<file path="config.mk">
export PLATFORM = sky130hd
export DESIGN_NAME = swe_cell
export DESIGN_NICKNAME = d
export VERILOG_FILES = /design/src/rtl/swe_pkg.sv /design/src/rtl/swe_cell.sv
export SDC_FILE = /design/constraint.sdc
export NUM_CORES = 1
export LEC_CHECK = 0
export BUFFER_PORTS_ARGS = -buffer_cell sky130_fd_sc_hd__buf_2
export CORE_MARGIN = 1.5
export CORE_UTILIZATION = 35
export DETAILED_ROUTE_END_ITERATION = 10
export GPL_TIMING_DRIVEN = 0
export HOLD_SLACK_MARGIN = 0.08
export PLACE_DENSITY_LB_ADDON = 0.05
export SLEW_MARGIN = 20
export SYNTH_ARGS = -nofsm -noshare
export SYNTH_HDL_FRONTEND = slang
export SYNTH_SLANG_ARGS = --single-unit
</file>
<file path="constraint.sdc">
create_clock -name clk -period 4.1 [get_ports clk]
set_input_delay 0.82 -clock clk [delete_from_list [all_inputs] [get_ports clk]]
set_output_delay 0.82 -clock clk [all_outputs]
set_load 0.01 [all_outputs]
</file>
<file path="src/rtl/swe_pkg.sv">
// ----------------------------------------------------------------------------
// swe_pkg
// Shared types and constants for the sliding window extremum block.
// ----------------------------------------------------------------------------
package swe_pkg;

  localparam int unsigned CFG_DATA_W = 32;
  localparam int unsigned CFG_ADDR_W = 3;
  localparam int unsigned WL_W       = 7;

  localparam logic REG_WINDOW_LENGTH = 1'b0;
  localparam logic REG_MODE          = 1'b1;

  localparam logic MODE_MIN = 1'b0;
  localparam logic MODE_MAX = 1'b1;

  localparam logic [WL_W-1:0] WL_RESET   = 7'd1;
  localparam logic            MODE_RESET = MODE_MAX;

  typedef enum logic [1:0] {
    ST_IDLE,
    ST_SCAN,
    ST_HOLD
  } swe_state_t;

endpackage

</file>
<file path="src/rtl/swe_cell.sv">
// ----------------------------------------------------------------------------
// swe_cell
// One history cell: holds a sample, shifts it onward, and folds it into the
// passing scan token while the token still has samples left to cover.
// ----------------------------------------------------------------------------
module swe_cell
  import swe_pkg::*;
#(
  parameter int unsigned SAMPLE_WIDTH = 32,
  parameter int unsigned LEFT_W       = 7
) (
  input  logic                           clk,
  input  logic                           rst_n,
  input  logic                           shift_en,
  input  logic                           mode,
  input  logic signed [SAMPLE_WIDTH-1:0] shift_in,
  output logic signed [SAMPLE_WIDTH-1:0] shift_out,
  input  logic                           tok_valid_in,
  input  logic [LEFT_W-1:0]              tok_left_in,
  input  logic signed [SAMPLE_WIDTH-1:0] tok_best_in,
  output logic                           tok_valid_out,
  output logic [LEFT_W-1:0]              tok_left_out,
  output logic signed [SAMPLE_WIDTH-1:0] tok_best_out
);

  logic signed [SAMPLE_WIDTH-1:0] val_r;
  logic                           tok_valid_r;
  logic [LEFT_W-1:0]              tok_left_r, tok_left_nxt;
  logic signed [SAMPLE_WIDTH-1:0] tok_best_r, tok_best_nxt;
  logic                           better;
  logic                           take;

  always_comb begin
    better = (mode == MODE_MAX) ? (val_r > tok_best_in) : (val_r < tok_best_in);
    take   = (tok_left_in != '0);
    tok_best_nxt = (take && better) ? val_r : tok_best_in;
    tok_left_nxt = take ? (tok_left_in - LEFT_W'(1)) : tok_left_in;
  end

  always_ff @(posedge clk) begin
    if (shift_en) begin
      val_r <= shift_in;
    end
    tok_left_r <= tok_left_nxt;
    tok_best_r <= tok_best_nxt;
  end

  always_ff @(posedge clk) begin
    if (!rst_n) begin
      tok_valid_r <= 1'b0;
    end else begin
      tok_valid_r <= tok_valid_in;
    end
  end

  assign shift_out     = val_r;
  assign tok_valid_out = tok_valid_r;
  assign tok_left_out  = tok_left_r;
  assign tok_best_out  = tok_best_r;

endmodule

</file>
After elaboration in Yosys (flattened, before gate mapping). Cells that the tools add are included.

$add $sub $neg: 1. Order comparisons: 2. Mux-type cells: 3. Reduce and logical (&&, ||, !) cells: 2.

Operators with widths (number): > comparator 32 bit (1); less-than comparator 32 bit (1); 2-to-1 mux 32 bit (1); 2-to-1 mux 7 bit (1); nonzero test 7 bit (1); subtractor 7 x 1 -> 7 bit, second input constant (1); logical AND 1 bit (1); 2-to-1 mux 1 bit (1).

Flip-flop bits (word level): 72. Input port bits: 76. Output and inout port bits: 72. Word-level logic and storage cells: 12.

Logic depth before layout (Yosys ltp). Gate-level depths: netlist of the first run.

Depth in word-level cells: 4. Depth in mapped cells: 10. Gate-level depth less buffers: 9.

Least setup slack after synthesis of the first run. OpenSTA, ideal clock, no wires.

Path type: input to register. From: input port tok_best_in[31]. To: register tok_best_r[0], in the netlist tok_best_out[0]. Setup time: 0.121 ns. Arrival time: 2.673 ns. Required time: 3.979 ns. Path slack: 1.305 ns. Stages: 9. Path buffers: 1. Cells stage by stage: inv_1 -> ha_1 -> nand4_2 -> or4_1 -> a21oi_1 -> nor2_1 -> a22oi_4 -> buf_6 -> o22ai_2.

Word-level cells in the longest chain between the ends: 4. Elaborated cells between the ends (all ways): 5. Those cells by class: order compare: 2; mux: 2; reduce/logical: 1.

RTL lines: start, declared (line swe_cell.sv:20) `input logic signed [SAMPLE_WIDTH-1:0] tok_best_in,`; less-than comparator 32 bit / > comparator 32 bit (equally long branches) (line swe_cell.sv:34) `better = (mode == MODE_MAX) ? (val_r > tok_best_in) : (val_r < tok_best_in);`; 2-to-1 mux 1 bit * (line swe_cell.sv:34); logical AND 1 bit * (line swe_cell.sv:36) `tok_best_nxt = (take && better) ? val_r : tok_best_in;`; 2-to-1 mux 32 bit * (line swe_cell.sv:36); via tok_best_nxt[0] (line swe_cell.sv:29) `logic signed [SAMPLE_WIDTH-1:0] tok_best_r, tok_best_nxt;`; end signal, assigned (line swe_cell.sv:45) `tok_best_r <= tok_best_nxt;`; end, declared (line swe_cell.sv:29).

Mark *: on every way through the listed nets, which the timed path passes. The rest lies on a longest branch. A chain may end at the register's enable or synchronous reset.

Final worst setup path of the first run.
From: input port tok_best_in[14]. To: register tok_best_r[18], in the netlist tok_best_out[18].

The elaborated chain is that of the path after synthesis.

==> impl_metrics.toml, run 1 <==
[status]
outcome = "completed"

[detailed_routing]
first_pass_iters = 4
via_per_inst = 4.86
routed_wl_um = 9370
first_iter_violations = 88
ant_nets = 0
drc = 0
vias = 3105
wl_per_cell_um = 14.7

[floorplan]
pin_count = 148
start_util = 0.358
dieArea_um2 = 11100
rows = 37
die_w_um = 106
core_area_um2 = 10300
dieHeight_um = 106

[timing]
clock_skew_ns = 0.00825
finalCritPeriodShare = 0.760
hold_viol = 0
finalSetupViolCount = 0
tns_ns = 0
relSlewSlack = 0.466
fmax_mhz = 321
period_minus_slack_ns = 3.12
slew_viol_final = 0
rsz0062_at_grt = "false"
tightestPinTransition_ns = 0.801

[synthesis]
ys_seq_area_frac = 0.478
avgSynthCellArea_um2 = 10.8
ys.flop_type = "dfxtp_1"
syn_nets = 450
synth_most_common_cell = "nand2_1"
yosys_warnings = 0
synth_area_leader_cell = "edfxtp_1"
synth_top_area_share = 0.261
synth_area_um2 = 3680
synth_area_leaders = "edfxtp_1 26%, dfxtp_1 22%, ha_1 12%"
synth.ff_latch_count = 72
syn_inst = 340
synth_commonest_cells = "43 x nand2_1, 40 x dfxtp_1, 39 x nand3_1"
synthDistinctLibCells = 39
synthArstFlopShare = 0
synth_edf_count = 32

[clocking]
cts_resized = 0
cts_setup_buffers = 0
cts_tree = "built"
holdBufCountCts = 0
numCtsBuffers = 9
clockBufferDepth = 2
cts-root-buf = "clkbuf_8"
clkTransAtPathRegs_ns = 0.07
cts.sinks = 72
clk_latency_ns = 0.35
cts_max_level = 3

[placed_design]
io_buffers = 147
place_area_um2 = 4590
gp_congestion = 0.746
hpwl_um = 7040

[final_layout]
fin_nets = 608
drive_gt1_frac = 0.425
utilization = 0.464
n_fill_cell = 1034
fin_area_um2 = 4770
areaGrowthSynthToFinish_pct = 29.6
diodes = 0

[setup_path]
crit_type = "in -> reg"
required_ns = 4.38
end_kind = "register"
slowest_stage = "or4_1"
cp_max_fo = 10
cpPeakStageDelay_ns = 0.53
cp.arrival_ns = 3.39
startpoint_type = "input pin"
crit_chain = "buf_2 > inv_1 > ha_1 > nand4_1 > or4_1 > nor3_1 > a21oi_1 > nand3_1 > buf_2 > nand3_1 > o22ai_2"

[pwr]
ir_drop_v = 0.000169
power.density_nw_per_um2 = 408
p_leak_nw = 2.37

[global_route]
first_global_vias = 3077
grt_pass1_wl_um = 14800
grt-ovfl-total = 0
antenna_found_initial = 0
grt_max_degree = 33
grt_use_total = 0.175

[min_path]
hold_class = "reg -> reg"

[job]
cap_viol_max_count = 0
power breakdown:
group / internal, W / total (W) / switching [W]
Clock: 0.000266 / 0.000519 / 0.000252
Sequential: 0.000853 / 0.000890 / 0.0000370
Combinational: 0.000242 / 0.000537 / 0.000295
Total: 0.00136 / 0.00195 / 0.000584
worst paths after layout:
kind / startpoint / to / slack [ns] / cells past startpoint
worst max-delay path: tok_best_in[14] / tok_best_out[18] / 0.98 / 11
worst min-delay path: shift_out[3] / tok_best_out[3] / 0.61 / 2
worst max register to register: shift_out[15] / tok_best_out[18] / 1.11 / 9
worst min register to register: shift_out[3] / tok_best_out[3] / 0.61 / 2
layout make-up:
class | instances | area (µm²) | area share
inverter | 35 | 131 | 0.0275
clock inverter | 3 | 15.0 | 0.00315
clock buffer | 13 | 169 | 0.0354
sequential | 72 | 1760 | 0.369
tap | 136 | 170 | 0.0357
buffer | 16 | 114 | 0.0239
multi-input combinational | 217 | 1680 | 0.351
timing repair buffer | 147 | 736 | 0.154
registers in the layout, summed over array words and instances, names as in the netlist:
| signal | cells |
|---|---|
| shift_out | 32 |
| tok_best_out | 32 |
| tok_left_out | 7 |
| tok_valid_out | 1 |
per-stage QoR:
| stage | hold slack [ns] | total power [W] | cells | setup WS, ns |
|---|---|---|---|---|
| after global placement | 0.585 | 0.00144 | 623 | 0.649 |
| after global routing | 0.613 | 0.00206 | 639 | 0.788 |
| after CTS | 0.616 | 0.00198 | 639 | 0.960 |
| final | 0.612 | 0.00195 | 639 | 0.984 |
| after floorplan | 0.623 | 0.00124 | 340 | 1.31 |
| after detailed placement | 0.598 | 0.00145 | 623 | 0.608 |
cell usage in the layout, fill, tap and decap left out, types with 2 or more instances in the layout:
master       n
nand4_1      5
clkbuf_1     4
buf_2      154
edfxtp_1    32
dfxtp_1     40
nor4_1       2
or4_1        2
clkinv_2     3
nor2b_1      3
nand3_1     39
nor3_1       4
nand2_1     43
o21ai_0      4
ha_1        34
o22ai_2     31
xnor2_1      4
nor2_1       8
inv_1       35
o2111ai_2    2
a21oi_1     15
clkbuf_8    12
buf_6        6
a21o_1       3
layer usage:
| metal | part of all wire | routed length (µm) | GRT usage |
|---|---|---|---|
| met1 | 0.43 | 4020 | 0.201 |
| met2 | 0.49 | 4630 | 0.302 |
| met3 | 0.064 | 595 | 0.0563 |
| met4 | 0.013 | 122 | 0.0656 |
| met5 | 0 | 0 | 0 |
cells by family after synthesis:
group                    after synthesis  synth area share
AND/OR/NAND/NOR                      114             0.159
flip-flops                            72             0.478
AO/OA/AOI/OAI                         63             0.166
buffers and inverters                 51            0.0666
adder cells (fa/ha/maj)               34             0.116
XOR/XNOR                               5            0.0119
multiplexers                           1           0.00272
worst max-delay path: cells and delay by family:
kind,cells,cell delay [ns]
AND/OR/NAND/NOR,5,1.45
AO/OA/AOI/OAI,2,0.40
buffers and inverters,3,0.42
adder cells (fa/ha/maj),1,0.30
No activity file was read; power rests on OpenSTA's default activity.
==> run 2, diff against run 1 <==
- clock period: 4.1 -> 2.95 ns (I/O delays scaled with it)
==> impl_metrics.toml, run 2 (same netlist as run 1, synthesis figures left out) <==
[pwr]
power_w = 0.00271
ir_drop_v = 0.000236
power.density_nw_per_um2 = 564
p_leak_nw = 2.38

[final_layout]
final_common_cell = "buf_2"
layout_common_cells = "152 x buf_2, 43 x nand2_1, 40 x dfxtp_1"
fin_area_um2 = 4810
n_fill_cell = 1030
multiInputGateArea_um2 = 1690
drive_gt1_frac = 0.436
stdcell_count = 641
fin_nets = 610
diodes = 0
utilization = 0.468
areaGrowthSynthToFinish_pct = 30.6
regArea_um2 = 1760

[timing]
clock_skew_ns = 0.00821
period_minus_slack_ns = 2.78
fmax_mhz = 359
hold_viol = 0
rsz0062_at_grt = "false"
slew_viol_final = 0
finalCritPeriodShare = 0.943
finalSetupViolCount = 0
worst_slack_ns = 0.167
relSlewSlack = 0.464
tightestPinTransition_ns = 0.803

[clocking]
cts_tree = "built"
cts.sinks = 72
cts_max_level = 3
clockBufferDepth = 2
numCtsBuffers = 9
clk_latency_ns = 0.35
cts-root-buf = "clkbuf_8"
holdBufCountCts = 0
clkTransAtPathRegs_ns = 0.07

[global_route]
use_met2 = 0.303
grt_use_total = 0.175
grt_pass1_wl_um = 14800
grt-ovfl-total = 0
use_met3 = 0.0563
grt_max_degree = 33
grt_use_met1 = 0.201
antenna_found_initial = 0
top_usage_layer = "met2"
first_global_vias = 3088

[detailed_routing]
vias = 3099
ant_nets = 0
first_iter_violations = 91
routed_wl_um = 9370
first_pass_iters = 4
drc = 0
via_per_inst = 4.83
wl_per_cell_um = 14.6

[floorplan]
pin_count = 148
die_w_um = 106
start_util = 0.358
core_area_um2 = 10300
dieArea_um2 = 11100
rows = 37
dieHeight_um = 106

[setup_path]
crit_type = "reg -> reg"
end_kind = "register"
startpoint_type = "register"
required_ns = 3.22
reg2reg_depth = 9
timing.reg2reg.setup_slack_ns = 0.17
timing.rr.start = "shift_out[14]"
cp_max_fo = 10
rr_endpoint = "tok_best_out[6]"
cp.arrival_ns = 3.06

[placed_design]
place_area_um2 = 4590
io_buffers = 147
hpwl_um = 7040
place_inst = 623
gp_congestion = 0.746
post-place-ws_ns = -0.312

[min_path]
hold_path_end = "shift_out[8]"
hold_class = "in -> reg"
hold_start = "shift_in[8]"
holdPathStages = 1

[job]
cap_viol_max_count = 0

[status]
outcome = "completed"
-- run 2: changes by cell type in the layout (fill, tap and decap cells not counted), sizes merged --
cell    delta
buf        +1
clkbuf     +1
-- run 2: critical path, cell delays in order, from the launching register on --
cell and delay, ns:
edfxtp_1 0.43, ha_1 0.34, nand4_1 0.20, or4_1 0.53
a21o_1 0.21, o211a_2 0.14, o2111ai_2 0.30, buf_2 0.31
nand3_1 0.12, o22ai_2 0.12
-- run 2: power breakdown --
group | internal [W] | switching, W | total, W
Combinational | 0.000341 | 0.000412 | 0.000752
Sequential | 0.00119 | 0.0000515 | 0.00124
Clock | 0.000370 | 0.000351 | 0.000721
Total | 0.00190 | 0.000814 | 0.00271
-- run 2: routing by layer --
layer	up-vias	routed length [µm]
met2	93	4640
li1	1537	-
met3	11	562
met1	1458	4050
met4	0	120
met5	-	0
-- run 2: what timing repair did --
item,4_1_cts,5_1_grt
setup buffers,0,2
gates resized for setup,4,2
endpoints found under the setup margin,30,27
pin swaps,0,1
-- run 2: metrics by stage --
stage | hold WS, ns | setup TNS (ns)
finish | 0.413 | 0
global route | 0.383 | 0
CTS | 0.388 | 0
detailed placement | 0.598 | -8.36
global placement | 0.585 | -7.44
floorplan | 0.623 | 0
-- run 2: layout make-up --
type	count	share of cell area
sequential	72	0.366
multi-input combinational	217	0.352
timing repair buffer	149	0.156
tap	136	0.0354
clock buffer	13	0.0351
inverter	35	0.0273
buffer	16	0.0247
clock inverter	3	0.00312
-- run 2: worst max-delay path by stage --
stage	startpoint	to	slack, ns	cells past startpoint
floorplan	tok_best_in[31]	tok_best_out[0]	0.39	9
detailed placement	tok_best_in[14]	tok_best_out[18]	-0.31	11
global route	shift_out[31]	tok_best_out[19]	0.01	8
CTS	shift_out[14]	tok_best_out[27]	0.08	9
finish	shift_out[14]	tok_best_out[6]	0.17	9
global placement	tok_best_in[14]	tok_best_out[18]	-0.27	11
==> run 3, diff against run 2 <==
- PLACE_DENSITY: default -> 0.6
- PLACE_DENSITY_LB_ADDON: 0.05 -> default
==> impl_metrics.toml, run 3 (same netlist as run 1, synthesis figures left out) <==
[floorplan]
pin_count = 148
dieHeight_um = 106
core_area_um2 = 10300
die_w_um = 106
dieArea_um2 = 11100
start_util = 0.358
rows = 37

[global_route]
grt_use_total = 0.169
grt-ovfl-total = 0
grt_max_degree = 33
first_global_vias = 3005
antenna_found_initial = 0
grt_pass1_wl_um = 14600

[setup_path]
crit_family = "simple AND/OR/NAND/NOR gates"
slowest_stage = "or4_4"
rr_endpoint = "tok_best_out[25]"
worst-path-buf-inv = 1
timing.rr.start = "shift_out[13]"
cp.arrival_ns = 3.00
timing.reg2reg.setup_slack_ns = 0.22
end_kind = "register"
startpoint_type = "register"
cp_max_fo = 10
cpPeakStageDelay_ns = 0.50
reg2reg_depth = 9
cp-startpoint = "shift_out[13]"
required_ns = 3.23
crit_type = "reg -> reg"
crit_chain = "ha_1 > nand4_1 > or4_4 > nor3_1 > a21oi_2 > o2111ai_2 > buf_2 > nand3_1 > o22ai_2"

[final_layout]
fin_nets = 608
drive_gt1_frac = 0.431
areaGrowthSynthToFinish_pct = 30.8
layout_common_cells = "152 x buf_2, 43 x nand2_1, 40 x dfxtp_1"
final_common_cell = "buf_2"
diodes = 0
stdcell_count = 639
fin_area_um2 = 4810

[timing]
relSlewSlack = 0.463
slew_viol_final = 0
clock_skew_ns = 0.0152
finalSetupViolCount = 0
finalCritPeriodShare = 0.924
period_minus_slack_ns = 2.73
tightestPinTransition_ns = 0.805
worst_slack_ns = 0.224
hold_viol = 0
whs_ns = 0.402
rsz0062_at_grt = "false"
fmax_mhz = 367

[clocking]
clkTransAtPathRegs_ns = 0.08
clk_latency_ns = 0.36
clockBufferDepth = 2
numCtsBuffers = 9
cts_max_level = 3
cts-root-buf = "clkbuf_8"
cts.sinks = 72
cts_tree = "built"

[min_path]
hold_class = "in -> reg"
hold_start = "shift_in[1]"
holdPathStages = 1
hold_path_end = "shift_out[1]"

[placed_design]
hpwl_um = 7160
io_buffers = 147
place_inst = 623
gp_congestion = 0.758
place_area_um2 = 4590
post-place-ws_ns = -0.199

[detailed_routing]
ant_nets = 0
vias = 3042
via_per_inst = 4.76
first_pass_iters = 4
drc = 0
first_iter_violations = 117
wl_per_cell_um = 14.4
routed_wl_um = 9190

[job]
cap_viol_max_count = 0

[status]
outcome = "completed"

[pwr]
p_leak_nw = 2.38
ir_drop_v = 0.000250
power_w = 0.00279
power.density_nw_per_um2 = 580
-- run 3: worst max-delay path by stage --
stage / end / slack (ns) / depth (start not counted)
after floorplan: tok_best_out[0] / 0.39 / 9
after global placement: tok_best_out[16] / -0.19 / 11
after detailed placement: tok_best_out[18] / -0.20 / 11
after CTS: tok_best_out[18] / 0.07 / 9
after global routing: tok_best_out[1] / 0.009 / 8
final: tok_best_out[25] / 0.22 / 9
-- run 3: final cells by class --
class                           instances  area (µm²)
Sequential cell                        72        1760
Tap cell                              136         170
Fill cell                            1015        5460
Timing Repair Buffer                  147         736
Clock buffer                           13         169
Multi-Input combinational cell        217        1690
Inverter                               35         131
Buffer                                 16         119
Clock inverter                          3        40.0
-- run 3: per-layer routing --
metal  share of wire  track usage
met2            0.49        0.284
met3           0.071       0.0600
met1            0.43        0.202
met4           0.013       0.0502
met5               0            0
-- run 3: repair_timing --
item                                    in CTS  in global routing
setup buffers                                0                  0
endpoints found under the setup margin       0                 31
hold buffers                                 0                  0
resized for setup                            0                  6
-- run 3: where the power goes --
group          switching, W  internal, W
clock              0.000352     0.000457
combinational      0.000405     0.000338
sequential        0.0000556      0.00119
total              0.000813      0.00198
-- run 3: metrics by stage --
stage | TNS [ns] | utilization
final | 0 | 0.468
after global routing | 0 | 0.468
after CTS | 0 | 0.467
after detailed placement | -5.13 | 0.446
after global placement | -5.34 | 0.446
after floorplan | 0 | -
